**config.mk**
```make
export PLATFORM = sky130hd
export DESIGN_NAME = cjs_queue
export DESIGN_NICKNAME = d
export VERILOG_FILES = /design/src/cjs_pkg.sv /design/src/cjs_queue.sv
export VERILOG_INCLUDE_DIRS = /design/src /design/src/src
export SDC_FILE = /design/constraint.sdc
export NUM_CORES = 1
export LEC_CHECK = 0
export ABC_AREA = 1
export BUFFER_PORTS_ARGS = -buffer_cell sky130_fd_sc_hd__clkbuf_2
export CAP_MARGIN = 20
export CORE_ASPECT_RATIO = 0.7
export CORE_UTILIZATION = 30
export CTS_BUF_LIST = sky130_fd_sc_hd__clkbuf_8
export DETAILED_ROUTE_END_ITERATION = 8
export PLACE_DENSITY = 0.59
export SYNTH_ARGS = -nofsm -noshare
export SYNTH_HDL_FRONTEND = slang
export SYNTH_SLANG_ARGS = --single-unit
```
**constraint.sdc**
```tcl
create_clock -name clk -period 5.9 [get_ports clk]
set_input_delay 1.18 -clock clk [delete_from_list [all_inputs] [get_ports clk]]
set_output_delay 1.18 -clock clk [all_outputs]
set_load 0.02 [all_outputs]
```
**src/csr_jacobi_sweep_macros.svh**
```systemverilog
// Assertion helpers for the sweep block
`ifndef CSR_JACOBI_SWEEP_MACROS_SVH
`define CSR_JACOBI_SWEEP_MACROS_SVH

`define CJS_ASSERT_IMPL(label, ante, cons) \
    label: assert property (@(posedge clk) disable iff (!rst_n) (ante) |-> (cons)) \
        else $error("assertion failed");

`define CJS_ASSERT_NEXT(label, ante, cons) \
    label: assert property (@(posedge clk) disable iff (!rst_n) (ante) |=> (cons)) \
        else $error("assertion failed");

`endif

```
**src/cjs_pkg.sv**
```systemverilog
`default_nettype none
package cjs_pkg;
    localparam int VectorSize = 1024;
    localparam int FracBits   = 16;
    localparam int VecAw      = $clog2(VectorSize);
    localparam int QueueDepth = 4;
    localparam int QueueAw    = $clog2(QueueDepth);

    typedef enum logic [1:0] {
        CMD_LOAD  = 2'd0,
        CMD_START = 2'd1,
        CMD_ENTRY = 2'd2,
        CMD_NONE  = 2'd3
    } cmd_t;

    typedef enum logic [1:0] {
        ST_OK   = 2'd0,
        ST_ZERO = 2'd1,
        ST_SAT  = 2'd2
    } status_t;

    // finished row handed from front to back
    typedef struct packed {
        logic [9:0]         row;
        logic signed [63:0] residual;
        logic signed [47:0] diag;
    } job_t;

    typedef enum logic [1:0] {
        FS_IDLE,
        FS_MUL,
        FS_ACC
    } front_state_t;

    typedef enum logic [1:0] {
        BS_IDLE,
        BS_DIV,
        BS_DONE
    } back_state_t;
endpackage
`default_nettype wire

```
**src/cjs_queue.sv**
```systemverilog
`default_nettype none
module cjs_queue
    import cjs_pkg::*;
(
    input  wire logic clk,
    input  wire logic rst_n,
    input  wire logic wr_valid,
    output logic      wr_ready,
    input  job_t      wr_data,
    output logic      rd_valid,
    input  wire logic rd_ready,
    output job_t      rd_data
);
    job_t slots_reg [QueueDepth];
    logic [QueueAw-1:0] wp_reg, rp_reg;
    logic [QueueAw:0]   cnt_reg;
    logic wr, rd;

    assign wr_ready = cnt_reg != (QueueAw+1)'(QueueDepth);
    assign rd_valid = cnt_reg != '0;
    assign wr = wr_valid && wr_ready;
    assign rd = rd_valid && rd_ready;
    assign rd_data = slots_reg[rp_reg];

    always_ff @(posedge clk)
    begin
        if (wr)
            slots_reg[wp_reg] <= wr_data;
    end

    always_ff @(posedge clk or negedge rst_n)
    begin
        if (!rst_n)
        begin
            wp_reg  <= '0;
            rp_reg  <= '0;
            cnt_reg <= '0;
        end
        else
        begin
            if (wr)
                wp_reg <= wp_reg + 1'b1;
            if (rd)
                rp_reg <= rp_reg + 1'b1;
            cnt_reg <= cnt_reg + (QueueAw+1)'(wr) - (QueueAw+1)'(rd);
        end
    end

`include "csr_jacobi_sweep_macros.svh"
    `CJS_ASSERT_IMPL(a_q_bound, 1'b1, cnt_reg <= (QueueAw+1)'(QueueDepth))
endmodule
`default_nettype wire

```
# After elaboration in Yosys (flattened, before gate mapping)
# Memories as Yosys holds them, arrays and structs flattened.
# Index checks and enable logic that the tools add are counted.
[word_totals] reg_bits=7 ram_bits=488 in_bits=126 output_inout_bits=124 elab_cells=14 n_memories=1
[classes] n_addsub=4 eq_ne=1 mux=2 reduce_logical=3
[mem_list] name="slots_reg" depth=4 width=122 rd=1 rd_ports_with_merged_regs=0 write_ports=1 line="cjs_queue.sv:14" rtl="job_t slots_reg [QueueDepth];"
[op_table] operator="adder 2 x 1 -> 2 bit (second input constant)" count=2
[op_table] operator="adder 3 x 1 -> 3 bit" count=1
[op_table] operator="!= test 3 bit (second input constant)" count=1
[op_table] operator="nonzero test 3 bit" count=1
[op_table] operator="subtractor 3 x 1 -> 3 bit" count=1
[op_table] operator="logical AND 1 bit" count=2
[op_table] operator="two-way mux 1 bit" count=2

# Logic depth before layout (Yosys ltp)
[logic_depth] word_depth=4 depth_mapped=12 depth_no_buf=12

# Worst setup path before layout
# OpenSTA, ideal clock, no wires.
[synth_path] kind="input to register" startpoint="input port wr_valid" endpoint="memory slots_reg[0][0] (netlist bit), enable pin" setup_time_ns=0.605 t_arrival_ns=6.412 required_time_ns=5.295 setup_slack_ns=-1.117 path_stages=2 path_buffers=0 cell_sequence="nand2_1 > nor2_1"
[synth_via] elab_chain_cells=3
[synth_rtl] item="start: declaration" line="cjs_queue.sv:7" rtl="input wire logic wr_valid,"
[synth_rtl] item="logical AND 1 bit" line="cjs_queue.sv:21" rtl="assign wr = wr_valid && wr_ready;"
[synth_rtl] item="two-way mux 1 bit" line="cjs_queue.sv:27" rtl="if (wr)"
[synth_rtl] item="two-way mux 1 bit (implied by the code)" line="cjs_queue.sv:28" rtl="slots_reg[wp_reg] <= wr_data;"
[synth_rtl] item="end: declaration" line="cjs_queue.sv:14"
# Every way passes these cells.

==> metrics <==
cell with the most instances after synthesis=edfxtp_1; IO Port Bufs=249; fin area=0.0230 mm2; Post-synth ARST share=0.0141; nature of the critical path startpoint=flip-flop; CTS sink count=495; clock transition at the registers of the reported paths=60 ps; die area=0.0663 mm2; Pleak=9.12 nW; pwr/cell area=514 mW/mm2; RSZ-0062 raised after global routing=no; Post-synth EDFFs=488; drt wl/cell=15.0 um; antenna violations before repair=5; Starting Density=0.307; Synth Warn #=0; Die H=216 um; Seq/Total Area, Yosys=0.757; Hold Path Class=in2async; Synth Flop Type=edfxtp_1; Pre-antenna DRT Iters=5; Cell Rows=77; Filler cells=6261; GRT Total Usage=0.125; # setup viols final=0; global-route wire length before repair=64100 um; largest net degree at the start of global routing=208; CTS Root Cell=clkbuf_8; vias=12000; Critical Path End Type=output pin; Pwr Total=11.8 mW; GPL Wtd Cong=0.752; average cell area after synthesis=12.2 um2; DRC errors left=0; Slowest-stage cell, CP=inv_4; vias in the first global route=11600; global route overflow=0; TritonCTS clock tree=built; min Tclk post-route=4130 ps; I/O pin count=250; Slew headroom=0.309; Area growth syn-to-layout=17.6%; share of the synthesized area in the top cell type=0.748; cts repair resizes=0; Net Count, Synth=1737; ranking of synthesized cells by area=edfxtp_1 75%, nand2_1 7.4%, nor2_1 4.8%; crit-path max cell delay=690 ps; cts bufs inserted=79; Final Hold Fails=0; hpwl dp=22500 um; H-tree depth=3; final hold slack=397 ps; max FFs per register=488; most instantiated cells after synthesis=488 x edfxtp_1, 385 x nand2_1, 249 x nor2_1, 185 x o21ai_0, 137 x inv_1; Via density=4.29; Maximum Capacitance Violations=0; synthesized area=0.0196 mm2; CP required=4720 ps; FF+latch count, synth=495; # hold bufs at CTS=0; Worst Path Arrival=2950 ps; Max Fanout on Critical Path=70; dpl cells=2651; postcts setup bufs=0; fmax=242 MHz; die width=307 um; status=finished clean; Yosys cell types=17; CTS max path bufs=3; period utilization=0.699; Setup Skew=28.4 ps; critical setup path kind=reg2out; core region area=0.0639 mm2; peak supply drop=0.401 mV; max-slew violations=0; latest clock arrival within the worst-skew pair=620 ps; DP Area=0.0216 mm2; post-layout net count=1996; ANT nets after route=0; critical path, cell by cell=inv_4 -> buf_4 -> o21ai_0 -> nand2_1 -> clkbuf_2; share of layout cells above drive strength 1=0.189; DR iter-0 viols=627; Non-Filler Instances=2789; biggest area consumer among synthesized cells=edfxtp_1; Post-Syn Instances=1604; Slew @ Worst Pin=1040 ps; Routed WL=41800 um
## cell families (layout without fill, tap and decap cells)
kind of cell / Yosys count / count (layout) / share of synthesized area
flops: 495 / 495 / 0.757
other cells: 0 / 1 / 0
compound gates: 244 / 244 / 0.0623
buf+inv: 219 / 534 / 0.0531
fa+ha+maj: 7 / 7 / 0.00485
simple gates: 639 / 639 / 0.123
## metrics by stage
| stage | utilization | TNS [ps] | setup WS (ps) |
|---|---|---|---|
| after floorplan | - | -544900 | -1120 |
| after global placement | 0.338 | 0 | 2390 |
| after detailed placement | 0.338 | 0 | 2380 |
| after CTS | 0.361 | 0 | 1650 |
| after global routing | 0.361 | 0 | 1510 |
| final | 0.361 | 0 | 1770 |
## worst max-delay path: cells and delay by family (launching register included)
family | cells | cell delay [ps]
compound gates | 1 | 160
buf+inv | 3 | 1310
flops | 1 | 680
simple gates | 1 | 80
## cells in the final DEF (no fill, tap or decap), types with 3 or more instances in the layout
cell,n
clkbuf_2,249
nor2_1,245
o21ai_0,185
inv_8,3
edfxtp_1,488
nand2_1,385
ha_1,6
inv_1,153
bufinv_16,3
dfrtp_1,6
buf_4,4
clkbuf_8,81
clkinv_2,8
buf_12,6
nor2_4,4
nand3_1,5
o21ai_1,59
clkinv_1,23
## routing by layer
metal	track usage	up-vias	part of all wire	wire length, um
li1	-	5932	-	-
met1	0.160	5676	0.45	18800
met2	0.198	271	0.46	19100
met3	0.0402	79	0.070	2910
met4	0.0421	8	0.023	950
met5	0	-	0.0011	48
## area by class of cell
type,count,area (um2),share of cell area
antenna,1,2.50,0.000109
clock buffer,81,1110,0.0484
clock inverter,56,335,0.0145
inverter,138,528,0.0229
multi-input combinational,890,3750,0.163
sequential,495,14800,0.644
tap,869,1090,0.0472
timing repair buffer,259,1400,0.0606
## path summary, 6_finish.rpt
path | start | to | slack, ps | depth (start not counted)
max in group asynchronous | rst_n | rp_reg[0] | 5290 | 1
hold / removal | rst_n | wp_reg[0] | 400 | 1
min in group clk | cnt_reg[0] | cnt_reg[0] | 530 | 1
hold reg to reg | cnt_reg[0] | cnt_reg[0] | 530 | 1
setup / recovery | rp_reg[0] | rd_data[53] | 1770 | 5
setup reg to reg | cnt_reg[1] | slots_reg[2][32] | 3560 | 5
## report_power, final
part | total [mW] | internal (mW) | switching (mW)
combinational | 4.28 | 1.16 | 3.12
sequential | 4.82 | 4.63 | 0.190
clock | 2.74 | 1.41 | 1.33
No activity file was read; power rests on OpenSTA's default activity.
