==> src/csr_jacobi_sweep_macros.svh <==
// Assertion helpers for the sweep block
`ifndef CSR_JACOBI_SWEEP_MACROS_SVH
`define CSR_JACOBI_SWEEP_MACROS_SVH

`define CJS_ASSERT_IMPL(label, ante, cons) \
    label: assert property (@(posedge clk) disable iff (!rst_n) (ante) |-> (cons)) \
        else $error("assertion failed");

`define CJS_ASSERT_NEXT(label, ante, cons) \
    label: assert property (@(posedge clk) disable iff (!rst_n) (ante) |=> (cons)) \
        else $error("assertion failed");

`endif

==> src/cjs_pkg.sv <==
`default_nettype none
package cjs_pkg;
    localparam int VectorSize = 1024;
    localparam int FracBits   = 16;
    localparam int VecAw      = $clog2(VectorSize);
    localparam int QueueDepth = 4;
    localparam int QueueAw    = $clog2(QueueDepth);

    typedef enum logic [1:0] {
        CMD_LOAD  = 2'd0,
        CMD_START = 2'd1,
        CMD_ENTRY = 2'd2,
        CMD_NONE  = 2'd3
    } cmd_t;

    typedef enum logic [1:0] {
        ST_OK   = 2'd0,
        ST_ZERO = 2'd1,
        ST_SAT  = 2'd2
    } status_t;

    // finished row handed from front to back
    typedef struct packed {
        logic [9:0]         row;
        logic signed [63:0] residual;
        logic signed [47:0] diag;
    } job_t;

    typedef enum logic [1:0] {
        FS_IDLE,
        FS_MUL,
        FS_ACC
    } front_state_t;

    typedef enum logic [1:0] {
        BS_IDLE,
        BS_DIV,
        BS_DONE
    } back_state_t;
endpackage
`default_nettype wire

==> src/cjs_back.sv <==
`default_nettype none
module cjs_back
    import cjs_pkg::*;
(
    input  wire logic               clk,
    input  wire logic               rst_n,
    input  wire logic               job_valid,
    output logic                    job_ready,
    input  job_t                    job,
    output logic                    empty,
    input  wire logic               pop,
    output logic [9:0]              row,
    output logic signed [31:0]      result_value,
    output logic [1:0]              status
);
    back_state_t state_reg, state_next;
    logic [63:0] rem_reg, rem_next;
    logic [63:0] quo_reg, quo_next;
    logic [47:0] den_reg;
    logic        neg_reg;
    logic [9:0]  row_reg;
    logic        zero_reg;
    logic [6:0]  cnt_reg, cnt_next;
    logic [9:0]  orow_reg;
    logic [31:0] oval_reg;
    logic [1:0]  ost_reg;
    logic        ofull_reg, ofull_next;
    logic [63:0] rmag;
    logic [47:0] dmag;
    logic [64:0] trial;
    logic [31:0] res_val;
    status_t     res_st;

    assign rmag = job.residual[63] ? 64'(-job.residual) : job.residual;
    assign dmag = job.diag[47] ? 48'(-job.diag) : job.diag;
    assign job_ready = (state_reg == BS_IDLE);
    assign empty = !ofull_reg;
    assign row = orow_reg;
    assign result_value = oval_reg;
    assign status = ost_reg;

    always_ff @(posedge clk)
    begin
        if (job_valid && job_ready)
        begin
            den_reg  <= dmag;
            neg_reg  <= job.residual[63] ^ job.diag[47];
            row_reg  <= job.row;
            zero_reg <= (job.diag == '0);
        end
        if (state_reg == BS_DONE && !ofull_reg)
        begin
            orow_reg <= row_reg;
            oval_reg <= res_val;
            ost_reg  <= res_st;
        end
    end

    always_ff @(posedge clk or negedge rst_n)
    begin
        if (!rst_n)
        begin
            state_reg <= BS_IDLE;
            rem_reg   <= '0;
            quo_reg   <= '0;
            cnt_reg   <= '0;
            ofull_reg <= 1'b0;
        end
        else
        begin
            state_reg <= state_next;
            rem_reg   <= rem_next;
            quo_reg   <= quo_next;
            cnt_reg   <= cnt_next;
            ofull_reg <= ofull_next;
        end
    end

    // restoring divide, one quotient bit per cycle; result saturates to 32 bits, zero diag gives ST_ZERO
    always_comb
    begin
        trial = {rem_reg, quo_reg[63]} - {17'd0, den_reg};
        res_val = '0;
        res_st  = ST_OK;
        if (zero_reg)
        begin
            res_st = ST_ZERO;
        end
        else if (neg_reg)
        begin
            if (quo_reg > 64'h8000_0000)
            begin
                res_val = 32'h8000_0000;
                res_st  = ST_SAT;
            end
            else
            begin
                res_val = 32'(-quo_reg);
            end
        end
        else if (quo_reg > 64'h7FFF_FFFF)
        begin
            res_val = 32'h7FFF_FFFF;
            res_st  = ST_SAT;
        end
        else
        begin
            res_val = quo_reg[31:0];
        end
    end

    always_comb
    begin
        state_next = state_reg;
        rem_next   = rem_reg;
        quo_next   = quo_reg;
        cnt_next   = cnt_reg;
        ofull_next = ofull_reg;
        if (ofull_reg && pop)
            ofull_next = 1'b0;
        unique case (state_reg)
            BS_IDLE:
            begin
                if (job_valid)
                begin
                    rem_next   = '0;
                    quo_next   = rmag;
                    cnt_next   = '0;
                    state_next = BS_DIV;
                end
            end
            BS_DIV:
            begin
                if (!trial[64])
                begin
                    rem_next = trial[63:0];
                    quo_next = {quo_reg[62:0], 1'b1};
                end
                else
                begin
                    rem_next = {rem_reg[62:0], quo_reg[63]};
                    quo_next = {quo_reg[62:0], 1'b0};
                end
                cnt_next = cnt_reg + 7'd1;
                if (cnt_reg == 7'd63)
                    state_next = BS_DONE;
            end
            BS_DONE:
            begin
                if (!ofull_reg)
                begin
                    ofull_next = 1'b1;
                    state_next = BS_IDLE;
                end
            end
            default:
            begin
                state_next = BS_IDLE;
            end
        endcase
    end

`include "csr_jacobi_sweep_macros.svh"
    `CJS_ASSERT_NEXT(a_out_hold, ofull_reg && !pop, ofull_reg && $stable(oval_reg))
    `CJS_ASSERT_IMPL(a_cnt_idle, state_reg == BS_IDLE, cnt_reg == 7'd0 || cnt_reg == 7'd64)
endmodule
`default_nettype wire

==> config.mk <==
export PLATFORM = sky130hd
export DESIGN_NAME = cjs_back
export DESIGN_NICKNAME = d
export VERILOG_FILES = /design/src/cjs_pkg.sv /design/src/cjs_back.sv
export VERILOG_INCLUDE_DIRS = /design/src /design/src/src
export SDC_FILE = /design/constraint.sdc
export NUM_CORES = 1
export LEC_CHECK = 0
export BUFFER_PORTS_ARGS = -buffer_cell sky130_fd_sc_hd__buf_2
export CAP_MARGIN = 30
export CORE_ASPECT_RATIO = 0.5
export CORE_MARGIN = 1
export CORE_UTILIZATION = 35
export CTS_CLUSTER_DIAMETER = 120
export DETAILED_ROUTE_END_ITERATION = 7
export RECOVER_POWER = 25
export SYNTH_ARGS = -nofsm -noshare
export SYNTH_HDL_FRONTEND = slang
export SYNTH_SLANG_ARGS = --single-unit
==> constraint.sdc <==
create_clock -name clk -period 4.6 [get_ports clk]
set_input_delay 0.23 -clock clk [delete_from_list [all_inputs] [get_ports clk]]
set_output_delay 0.23 -clock clk [all_outputs]
set_load 0.01 [all_outputs]
Word level (Yosys, flattened, before mapping)
Cells that the tools add are included.

word-level totals
  flip-flop bits (word level) = 242
  output and inout port bits = 46
  word-level logic and storage cells = 59

cells by class
  add/subtract/negate cells = 5
  magnitude comparators = 2
  equality and inequality tests = 6
  mux-type cells = 23
  bitwise gates (word level) = 1
  reduce and logical (&&, ||, !) cells = 9

operator list
  operator                count
  $mux W64                4
  $pmux W64 S2            2
  $mux W32                3
  $sub A65 B48 Y65        1
  $gt A64 B31 Y1 const B  1
  $gt A64 B32 Y1 const B  1
  $neg A64 Y64            1
  $logic_not A48 Y1       1
  $neg A48 Y48            1
  $mux W47                1
  $neg A32 Y32            1
  $pmux W7 S2             1
  $mux W2                 6
  $add A7 B1 Y7 const B   1
  $eq A7 B6 Y1 const B    1
  $mux W7                 1
  $ne A2 B2 Y1 const B    3
  $pmux W2 S3             1
  $mux W1                 4
  $logic_and A1 B1 Y1     3
  $reduce_and A3 Y1       1
  $eq A2 B1 Y1 const B    1
  $eq A2 B2 Y1 const B    1
  $logic_not A2 Y1        1
  other kinds (4)         4

Depth between registers and ports, before layout
Gate-level depths: netlist of the first run.

  word-level depth = 4
  gate-level depth with buffers = 17

Worst setup path before layout of the first run
OpenSTA, ideal clock, no wires.

  kind = reg-to-reg
  start = register quo_reg[0]
  end = register oval_reg[23] (netlist: result_value[23]) (data pin)
  library setup time = 0.174 ns
  data arrival time = 3.532 ns
  slack = 0.894 ns
  stages on the path, launching flop included = 13
  period minus slack after synthesis = 3.706 ns
  cells stage by stage = dfrtp_1 > inv_1 > ha_1 > or3b_1 > or3_1 > nor4b_4 > nand4_1 > or3_1 > or4_1 > a211oi_4 > o21bai_2 > buf_2 > a311oi_1

on the way
  longest elaborated chain between the ends = 3

ends and longest elaborated chain
  element                                       RTL line                         text
  from (decl)                                   cjs_back.sv:18                   logic [63:0] quo_reg, quo_next;
  from (signal assigned)                        cjs_back.sv:73                   quo_reg <= quo_next;
  $gt A64 B31 Y1, or another cell as far along  cjs_back.sv:101                  else if (quo_reg > 64'h7FFF_FFFF)
  $mux W32 (on tied branches)                   cjs_back.sv:101, cjs_back.sv:91
  $mux W32 (*)                                  cjs_back.sv:89                   else if (neg_reg)
  to (signal assigned)                          cjs_back.sv:54                   oval_reg <= res_val;
  to (decl)                                     cjs_back.sv:25                   logic [31:0] oval_reg;

Mark *: on every way between the ends. The rest lies on a longest branch, timed or not.
A chain may end at the register's enable or synchronous reset.

Worst setup path after layout of the first run
  start = register quo_reg[0]
  end = register oval_reg[4] (netlist: result_value[4]) (data pin)

Same word-level chain as after synthesis.

==> results of run 1 <==
-- cells in the final DEF (no fill, tap or decap), drive strengths merged, types with 30 or more instances in the layout --
master	instances
o21ai	196
buf	178
nand2	167
dfrtp	138
nor2	110
edfxtp	104
a21oi	102
xnor2	83
dlygate4sd3	76
inv	76
xor2	72
a22oi	60
ha	52
clkbuf	52
nor3	50
mux2i	41
nand3	33
or3	33
o31ai	31
nand4	30
-- worst paths after layout --
| check | startpoint | end | slack, ns | cells after the start |
|---|---|---|---|---|
| max in group asynchronous | rst_n | quo_reg[22] | 0.83 | 3 |
| min reg2reg | row_reg[6] | row[6] | 0.42 | 0 |
| min in group asynchronous | rst_n | rem_reg[12] | 1.44 | 2 |
| max reg2reg | quo_reg[0] | result_value[4] | 0.45 | 12 |
| min | job[19] | den_reg[19] | 0.02 | 2 |
| max | quo_reg[0] | result_value[4] | 0.45 | 12 |
-- routing by layer --
metal | up-vias | part of all wire | track usage | routed length, µm
met5 | - | 0 | 0 | 0
met4 | 0 | 0.023 | 0.0483 | 1050
met3 | 60 | 0.037 | 0.0276 | 1670
met2 | 241 | 0.48 | 0.330 | 21900
met1 | 6805 | 0.46 | 0.262 | 20800
li1 | 6914 | - | - | -
-- per-stage QoR --
| step | std cells | worst slack (ns) | util | hold slack, ns |
|---|---|---|---|---|
| after CTS | 2560 | 0.470 | 0.430 | 0.00134 |
| final | 2563 | 0.455 | 0.429 | 0.0234 |
| after floorplan | 1738 | 0.894 | - | -0.0656 |
| after global routing | 2563 | 0.0831 | 0.429 | 0.0137 |
| after global placement | 2435 | 0.566 | 0.392 | 0.257 |
| after detailed placement | 2437 | 0.500 | 0.393 | 0.253 |
-- worst register-to-register path, delay by kind of cell, from the launching register on --
family | cells | cell delay [ns]
flip-flops | 1 | 0.42
adder cells (fa/ha/maj) | 1 | 0.17
AO/OA/AOI/OAI | 3 | 0.77
AND/OR/NAND/NOR | 6 | 2.27
buffers and inverters | 2 | 0.35
-- final cells by class --
class | instances | area share
multi-input combinational | 1333 | 0.454
timing repair buffer | 275 | 0.0975
inverter | 75 | 0.0149
clock inverter | 16 | 0.00921
tap | 588 | 0.0390
clock buffer | 31 | 0.0365
sequential | 242 | 0.348
antenna | 3 | 0.000398
-- kinds of logic (layout without fill, tap and decap cells) --
kind of cell    Yosys count  after routing  synth area share
mux                      41             41            0.0260
fa+ha+maj                53             53            0.0425
simple gates            536            536             0.168
buf+inv                 163            397            0.0410
other cells               0              3                 0
compound gates          548            548             0.219
flops                   242            242             0.417
xor+xnor                155            155            0.0860
-- timing repair --
action,CTS,global route
hold endpoints to repair,131,0
hold buffers,76,0
endpoints found under the setup margin,0,0
resized for setup,0,0
-- power by group --
group / internal (mW) / leakage (nW) / switching [mW]
Combinational: 0.154 / 4.32 / 0.166
Sequential: 2.26 / 2.64 / 0.0000000000000000105
Clock: 1.24 / 0.418 / 0.935
Total: 3.65 / 7.37 / 1.10
==> impl_metrics.json, run 1 <==
{
  "status": "complete, but fails checks",
  "violations": "capacitance limit, slew limit",
  "overflow": 0,
  "crit_fanout": 14,
  "worstSkewPairLatency_ns": 0.56,
  "crit_buf_inv": 2,
  "portBuffers": 171,
  "synth_fp_nets": 1917,
  "routed_wl_mm": 45.5,
  "drt_iter0_drc": 938,
  "fin_crit_sh": 0.901,
  "dp_hpwl_mm": 32.3,
  "synthArstFlopShare": 0.570,
  "dieArea_um2": 46000,
  "cts_buffers": 26,
  "critPathTopFamily": "simple AND/OR/NAND/NOR gates",
  "power_density_nw_per_um2": 252,
  "post_dp_cell_area_um2": 17300,
  "grt_max_degree": 81,
  "synth-warning-count": 0,
  "area.sequential_um2": 6580,
  "root_buffer": "clkbuf_16",
  "fillCellCount": 4336,
  "fin_area_um2": 18900,
  "multi_input_area_um2": 8570,
  "setup_violations": 0,
  "ios": 172,
  "syn_area_per_cell_um2": 9.08,
  "vias": 14000,
  "clock_skew_ns": 0.0268,
  "synthTopCellsByArea": "dfrtp_1 (22%), edfxtp_1 (20%), o21ai_0 (5.8%)",
  "syn_area_um2": 15800,
  "min_period_ns": 4.15,
  "path_cells": "inv_1 -> ha_1 -> or3b_1 -> or3_1 -> nor4b_4 -> nand4_1 -> or3_1 -> or4_1 -> a211oi_4 -> o21bai_2 -> buf_8 -> a311oi_1",
  "num_rows": 54,
  "area_growth_pct": 19.7,
  "die_y_um": 152,
  "synth_top_area_share": 0.219,
  "synth-edff-count": 104,
  "grt_pass1_vias": 13800,
  "coreArea_um2": 44000,
  "max_freq_mhz": 241,
  "tns_ns": 0,
  "drc_errors": 0,
  "setup.worst_path.end_class": "flip-flop",
  "cp.arrival_ns": 4.53,
  "drt-vias-per-instance": 5.47,
  "hold_path_class": "in2reg",
  "ant_nets": 0,
  "grt_usage": 0.195,
  "rsz0062_at_grt": "false",
  "start_util": 0.359,
  "hold_viol": 0,
  "wire_per_inst_um": 17.8,
  "first_pass_iters": 5,
  "synth_top_area_cell": "dfrtp_1",
  "path_class": "reg2reg",
  "relSlewSlack": -1.34,
  "cp.required_ns": 4.99,
  "synth_cell_type_count": 76,
  "ys_ff_latch": 242,
  "crit_path_max_incr_delay_ns": 0.48,
  "irDropWorstVdd_uv": 259,
  "tightest_slew_ns": 3.52,
  "antenna_found_initial": 3,
  "die_x_um": 302,
  "cts_max_level": 1,
  "drive_gt1_frac": 0.125,
  "clockBufferDepth": 3,
  "postCtsSetupRepairBufs": 0,
  "cts.clk_slew.worst_paths_ns": 0.06,
  "grt_pass1_wl_mm": 73.5,
  "crit_top_cell": "or3_1",
  "p_leak_nw": 7.37,
  "critPathLaunchType": "flip-flop",
  "cpMaxStageDelayCell": "or4_1",
  "ys.flop_type": "dfrtp_1",
  "drv_slew": 162,
  "synthTopCellsByCount": "o21ai_0 (182), nand2_1 (167), dfrtp_1 (138), nor2_1 (110), edfxtp_1 (104)",
  "synth-seq-area-share": 0.417,
  "max_cap_viol_count": 3,
  "yosysMostFrequentCell": "o21ai_0",
  "p_total_mw": 4.75,
  "cts.sinks": 242,
  "gp_congestion": 0.893,
  "nets": 2132,
  "syn_inst": 1738,
  "cts_tree": "built"
}
Note: power is estimated with default switching activity, not from simulation.
==> run 2: changes to the inputs <==
--- a/config.mk
+++ b/config.mk
@@ -8,11 +8,12 @@
 export LEC_CHECK = 0
 export BUFFER_PORTS_ARGS = -buffer_cell sky130_fd_sc_hd__buf_2
 export CAP_MARGIN = 30
-export CORE_ASPECT_RATIO = 0.5
+export CORE_ASPECT_RATIO = 1.1
 export CORE_MARGIN = 1
-export CORE_UTILIZATION = 35
+export CORE_UTILIZATION = 50
 export CTS_CLUSTER_DIAMETER = 120
 export DETAILED_ROUTE_END_ITERATION = 7
+export PLACE_DENSITY = 0.7
 export RECOVER_POWER = 25
 export SYNTH_ARGS = -nofsm -noshare
 export SYNTH_HDL_FRONTEND = slang
==> run 2 against run 1 <==
  * The flow still finishes with violations (capacitance limit, slew limit)
  * Combinational power is 12% lower
  * Count of clock-buffer cells in the layout is 5 higher
  * Worst hold slack worse by 0.0075 ns
  * Global-route usage is 6.4 points higher
  * Via count is 0.96% higher
  * Sequential cell count stayed put
  * Critical path depth stayed put
==> impl_metrics.json, run 2 (synthesis results as in run 1) <==
{
  "cts_resized": 0,
  "path_cells": "inv_1 -> ha_1 -> or3b_1 -> or3_1 -> nor4b_4 -> nand4_1 -> or3_1 -> or4_1 -> a211oi_4 -> o21bai_2 -> buf_8 -> a311oi_1",
  "cp.required_ns": 4.96,
  "p_clk_frac": 0.461,
  "setup_violations": 0,
  "area_growth_pct": 14.9,
  "p_leak_nw": 7.18,
  "gp_congestion": 0.917,
  "cts_tree": "built",
  "grt_pass1_wl_mm": 67.6,
  "min_period_ns": 4.12,
  "critPathLaunchType": "flip-flop",
  "rsz0062_at_grt": "false",
  "cp.arrival_ns": 4.48,
  "overflow": 0,
  "irDropWorstVdd_uv": 242,
  "drv_slew": 174,
  "pwr-share-seq": 0.479,
  "start_util": 0.513,
  "max_freq_mhz": 242,
  "fin_crit_sh": 0.896,
  "layout.cells.most_common": "o21ai_0",
  "violations": "capacitance limit, slew limit",
  "ios": 172,
  "multi_input_area_um2": 8580,
  "relSlewSlack": -0.488,
  "vias": 14200,
  "coreArea_um2": 30800,
  "status": "complete, but fails checks",
  "dieArea_um2": 32300,
  "clockBufferDepth": 3,
  "wire_per_inst_um": 18.0,
  "fin_area_um2": 18100,
  "dp_cells": 2258,
  "final_util": 0.589,
  "max_cap_viol_count": 3,
  "area.sequential_um2": 6580,
  "hold_viol": 0,
  "dp_hpwl_mm": 29.9,
  "cts_max_level": 1,
  "p_total_mw": 4.71,
  "cts.sinks": 242,
  "die_x_um": 171,
  "grt_pass1_vias": 13500,
  "root_buffer": "clkbuf_16",
  "grtUsageMet1": 0.351,
  "drc_errors": 0,
  "post_dp_cell_area_um2": 17000,
  "stdcell_count": 2328,
  "die_y_um": 188,
  "crit_fanout": 15,
  "p_sw_frac": 0.218,
  "tns_ns": 0,
  "drt_iter0_drc": 1265,
  "crit_top_cell": "or3_1",
  "first_pass_iters": 6,
  "cpMaxStageDelayCell": "or4_1",
  "met2_usage": 0.427,
  "grt-busiest-layer": "met2",
  "setup.worst_path.end_class": "flip-flop",
  "power_density_nw_per_um2": 260,
  "crit_path_max_incr_delay_ns": 0.48,
  "antenna_found_initial": 1,
  "worstSkewPairLatency_ns": 0.54,
  "tightest_slew_ns": 2.23,
  "grt_max_degree": 98,
  "drt-vias-per-instance": 6.08,
  "hold_path_class": "in2reg",
  "path_class": "reg2reg",
  "cts.clk_slew.worst_paths_ns": 0.06,
  "p_switching_mw": 1.03,
  "most-common-layout-cells": "o21ai_0 (182), buf_2 (168), nand2_1 (166)",
  "num_rows": 67,
  "nets": 2072,
  "fillCellCount": 2725,
  "crit_buf_inv": 2,
  "ant_nets": 0,
  "internal_power_mw": 3.68,
  "critPathTopFamily": "simple AND/OR/NAND/NOR gates",
  "grt_usage": 0.259,
  "portBuffers": 171,
  "cts_buffers": 26,
  "pwr-share-comb": 0.060,
  "clock_skew_ns": 0.0188,
  "met3_usage": 0.0277,
  "drive_gt1_frac": 0.136,
  "routed_wl_mm": 41.9
}
-- run 2: changes by cell type in the layout (fill, tap and decap cells not counted), sizes merged --
cell         change
dlygate4sd3     -56
buf             +12
clkbuf          -11
clkinvlp         -2
diode            -2
clkinv           -1
inv              -1
-- run 2: power groups by stage --
stage / sequential [mW] / combinational, mW / clock [mW]
CTS: 2.26 / 0.284 / 2.20
global placement: 2.30 / 0.260 / 0
detailed placement: 2.30 / 0.268 / 0
global route: 2.25 / 0.312 / 2.28
floorplan: 2.30 / 0.120 / 0
finish: 2.26 / 0.282 / 2.17
-- run 2: path summary, 6_finish.rpt --
path                            start  depth (start not counted)  slack (ns)               to
max in group asynchronous       rst_n                          3        1.26      quo_reg[39]
min                           job[14]                          2        0.02      den_reg[14]
min in group asynchronous       rst_n                          2        0.54      quo_reg[23]
max reg2reg                quo_reg[0]                         12        0.48  result_value[4]
max                        quo_reg[0]                         12        0.48  result_value[4]
min reg2reg                row_reg[0]                          0        0.42           row[0]
-- run 2: worst reg2reg max path: stages (launching register included) --
cell and delay, ns:
dfrtp_1 0.41, inv_1 0.10, ha_1 0.18, or3b_1 0.39
or3_1 0.44, nor4b_4 0.39, nand4_1 0.19, or3_1 0.38
or4_1 0.48, a211oi_4 0.30, o21bai_2 0.22, buf_8 0.23
a311oi_1 0.24
-- run 2: final cells by class --
cell class	instances	area share
antenna	1	0.000138
clock buffer	36	0.0414
clock inverter	12	0.00787
inverter	75	0.0155
multi-input combinational	1333	0.473
sequential	242	0.363
tap	414	0.0286
timing repair buffer	215	0.0706
-- run 2: layer usage --
metal / up-vias / wire (µm)
li1: 6796 / -
met1: 6765 / 18500
met2: 511 / 19500
met3: 82 / 2560
met4: 0 / 1350
met5: - / 0
-- run 2: through the flow --
stage	setup slack, ns	hold WS, ns
floorplan	0.894	-0.0656
CTS	0.493	0.000109
detailed placement	0.517	0.108
global route	0.173	0.0124
finish	0.476	0.0158
global placement	0.645	0.401
-- run 2: what timing repair did --
action,in CTS,in global routing
setup buffers,0,0
hold buffers,20,0
hold endpoints to repair,122,0
==> run 3: changes to the inputs <==
--- a/config.mk
+++ b/config.mk
@@ -10,10 +10,10 @@
 export CAP_MARGIN = 30
 export CORE_ASPECT_RATIO = 1.1
 export CORE_MARGIN = 1
-export CORE_UTILIZATION = 50
+export CORE_UTILIZATION = 54
 export CTS_CLUSTER_DIAMETER = 120
 export DETAILED_ROUTE_END_ITERATION = 7
-export PLACE_DENSITY = 0.7
+export PLACE_DENSITY = 0.74
 export RECOVER_POWER = 25
 export SYNTH_ARGS = -nofsm -noshare
 export SYNTH_HDL_FRONTEND = slang
==> constraint.sdc (replaced) <==
create_clock -name clk -period 4.6 [get_ports clk]
set_input_delay 0.69 -clock clk [delete_from_list [all_inputs] [get_ports clk]]
set_output_delay 0.69 -clock clk [all_outputs]
set_load 0.01 [all_outputs]
==> run 3 against run 2 <==
  * The run still ends with capacitance limit, slew limit left
  * Largest cell class unchanged
  * Sequential power barely moved
  * Total power increased by 0.68%
  * Critical endpoint is now result_value[22]
  * Critical path depth is the same
  * Clock power increased by 2%
  * Cell count is 2.6% lower
  * Setup slack worse by 0.080 ns
  * Register-to-register slack got worse by 0.08 ns
  * Maximum frequency is 1.9% lower
==> impl_metrics.json, run 3 (synthesis results as in run 1) <==
{
  "max_cap_viol_count": 2,
  "cp.arrival_ns": 4.58,
  "setup.worst_path.end_class": "flip-flop",
  "drt-vias-per-instance": 6.19,
  "overflow": 0,
  "ant_nets": 0,
  "ios": 172,
  "regToRegSetupSlack_ns": 0.40,
  "hold_path_class": "in2reg",
  "die_y_um": 181,
  "cpMaxStageDelayCell": "or4_1",
  "nets": 2057,
  "grt_pass1_wl_mm": 67.7,
  "tightest_slew_ns": 2.55,
  "p_clk_frac": 0.466,
  "rr_worst_depth": 12,
  "start_util": 0.550,
  "routed_wl_mm": 41.6,
  "r2r_start": "quo_reg[0]",
  "worstSkewPairLatency_ns": 0.56,
  "internal_power_mw": 3.67,
  "cp.required_ns": 4.97,
  "violations": "capacitance limit, slew limit",
  "setup_violations": 0,
  "relSlewSlack": -0.700,
  "drt_iter0_drc": 1322,
  "portBuffers": 171,
  "drive_gt1_frac": 0.142,
  "hold_depth": 1,
  "grt_max_degree": 106,
  "max_freq_mhz": 238,
  "critPathLaunchType": "flip-flop",
  "num_rows": 65,
  "min_from": "job[116]",
  "crit_top_cell": "or3_1",
  "root_buffer": "clkbuf_16",
  "die_x_um": 165,
  "path_cells": "inv_1 -> ha_1 -> or3b_1 -> or3_1 -> nor4b_4 -> nand4_1 -> or3_1 -> or4_1 -> a211oi_4 -> o21bai_2 -> buf_8 -> a311oi_1",
  "vias": 14000,
  "drv_slew": 149,
  "cts_buffers": 27,
  "cts.sinks": 242,
  "dp_hpwl_mm": 30.0,
  "min_to": "row_reg[4]",
  "p_sw_frac": 0.226,
  "hold_viol": 0,
  "coreArea_um2": 28700,
  "status": "complete, but fails checks",
  "p_switching_mw": 1.07,
  "clock_skew_ns": 0.0337,
  "cts_tree": "built",
  "cts.clk_slew.worst_paths_ns": 0.06,
  "irDropWorstVdd_uv": 310,
  "finalHoldWorstSlack_ns": 0.334,
  "min_period_ns": 4.20,
  "area_growth_pct": 13.5,
  "path_class": "reg2reg",
  "grt_usage": 0.280,
  "pwr-share-seq": 0.476,
  "clockBufferDepth": 3,
  "p_total_mw": 4.74,
  "first_pass_iters": 5,
  "r2r_end": "result_value[22]",
  "gp_congestion": 0.934,
  "wire_per_inst_um": 18.3,
  "grt_pass1_vias": 13600,
  "antenna_found_initial": 2,
  "pwr-share-comb": 0.058,
  "tns_ns": 0,
  "dieArea_um2": 29900,
  "drc_errors": 0,
  "cts_max_level": 1,
  "postCtsSetupRepairBufs": 0,
  "layout.cells.most_common": "o21ai_0",
  "rsz0062_at_grt": "false",
  "p_leak_nw": 7.11,
  "crit_fanout": 20,
  "power_density_nw_per_um2": 265,
  "most-common-layout-cells": "o21ai_0 (182), buf_2 (168), nand2_1 (166)",
  "fin_crit_sh": 0.914,
  "crit_path_max_incr_delay_ns": 0.47
}
## run 3: what timing repair did
item                      in CTS  in global routing
hold buffers                   0                  1
resized for setup              0                  0
hold endpoints to repair       0                  5
## run 3: routing by layer
metal  GRT usage  vias up  wire length (µm)
met4      0.0958        0              1220
met3      0.0395       89              2530
met2       0.467      529             19600
li1            -     6746                 -
met5           0        -                 0
met1       0.369     6679             18200
## run 3: area by class of cell
class / count / area (µm²)
antenna: 1 / 2.50
inverter: 75 / 282
sequential: 242 / 6580
fill: 2526 / 10800
clock buffer: 31 / 722
clock inverter: 19 / 193
multi-input combinational: 1333 / 8570
tap: 368 / 460
timing repair buffer: 199 / 1090
## run 3: metrics by stage
stage | instance area [µm²] | setup slack, ns | util | std cells
2_1_floorplan | 15800 | 0.894 | - | 1738
3_3_place_gp | 16900 | 0.454 | 0.590 | 2213
3_5_place_dp | 17000 | 0.428 | 0.592 | 2215
4_1_cts | 17900 | 0.400 | 0.623 | 2265
5_1_grt | 17900 | 0.101 | 0.624 | 2268
6_report | 17900 | 0.396 | 0.624 | 2268
## run 3: worst max-delay path, delay by kind of cell (launching register included)
kind                       cells  cell delay [ns]
and+or+nand+nor                6             2.22
AOI/OAI and AO/OA              3             0.90
DFF                            1             0.42
buffers and inverters          2             0.31
adders and majority gates      1             0.17
## run 3: power by group through the flow
stage | combinational, mW | clock, mW | sequential [mW]
after floorplan | 0.120 | 0 | 2.30
after global placement | 0.262 | 0 | 2.30
after detailed placement | 0.268 | 0 | 2.30
after CTS | 0.270 | 2.26 | 2.26
after global routing | 0.303 | 2.33 | 2.25
final | 0.273 | 2.21 | 2.26
## run 3: worst max-delay path by stage
| stage | depth (start not counted) | slack, ns | startpoint | end |
|---|---|---|---|---|
| 6_report | 12 | 0.40 | quo_reg[0] | result_value[22] |
| 3_3_place_gp | 11 | 0.45 | quo_reg[0] | result_value[22] |
| 5_1_grt | 12 | 0.10 | quo_reg[0] | result_value[22] |
| 2_1_floorplan | 12 | 0.89 | quo_reg[0] | result_value[23] |
| 3_5_place_dp | 12 | 0.43 | quo_reg[0] | result_value[22] |
| 4_1_cts | 12 | 0.40 | quo_reg[0] | result_value[22] |
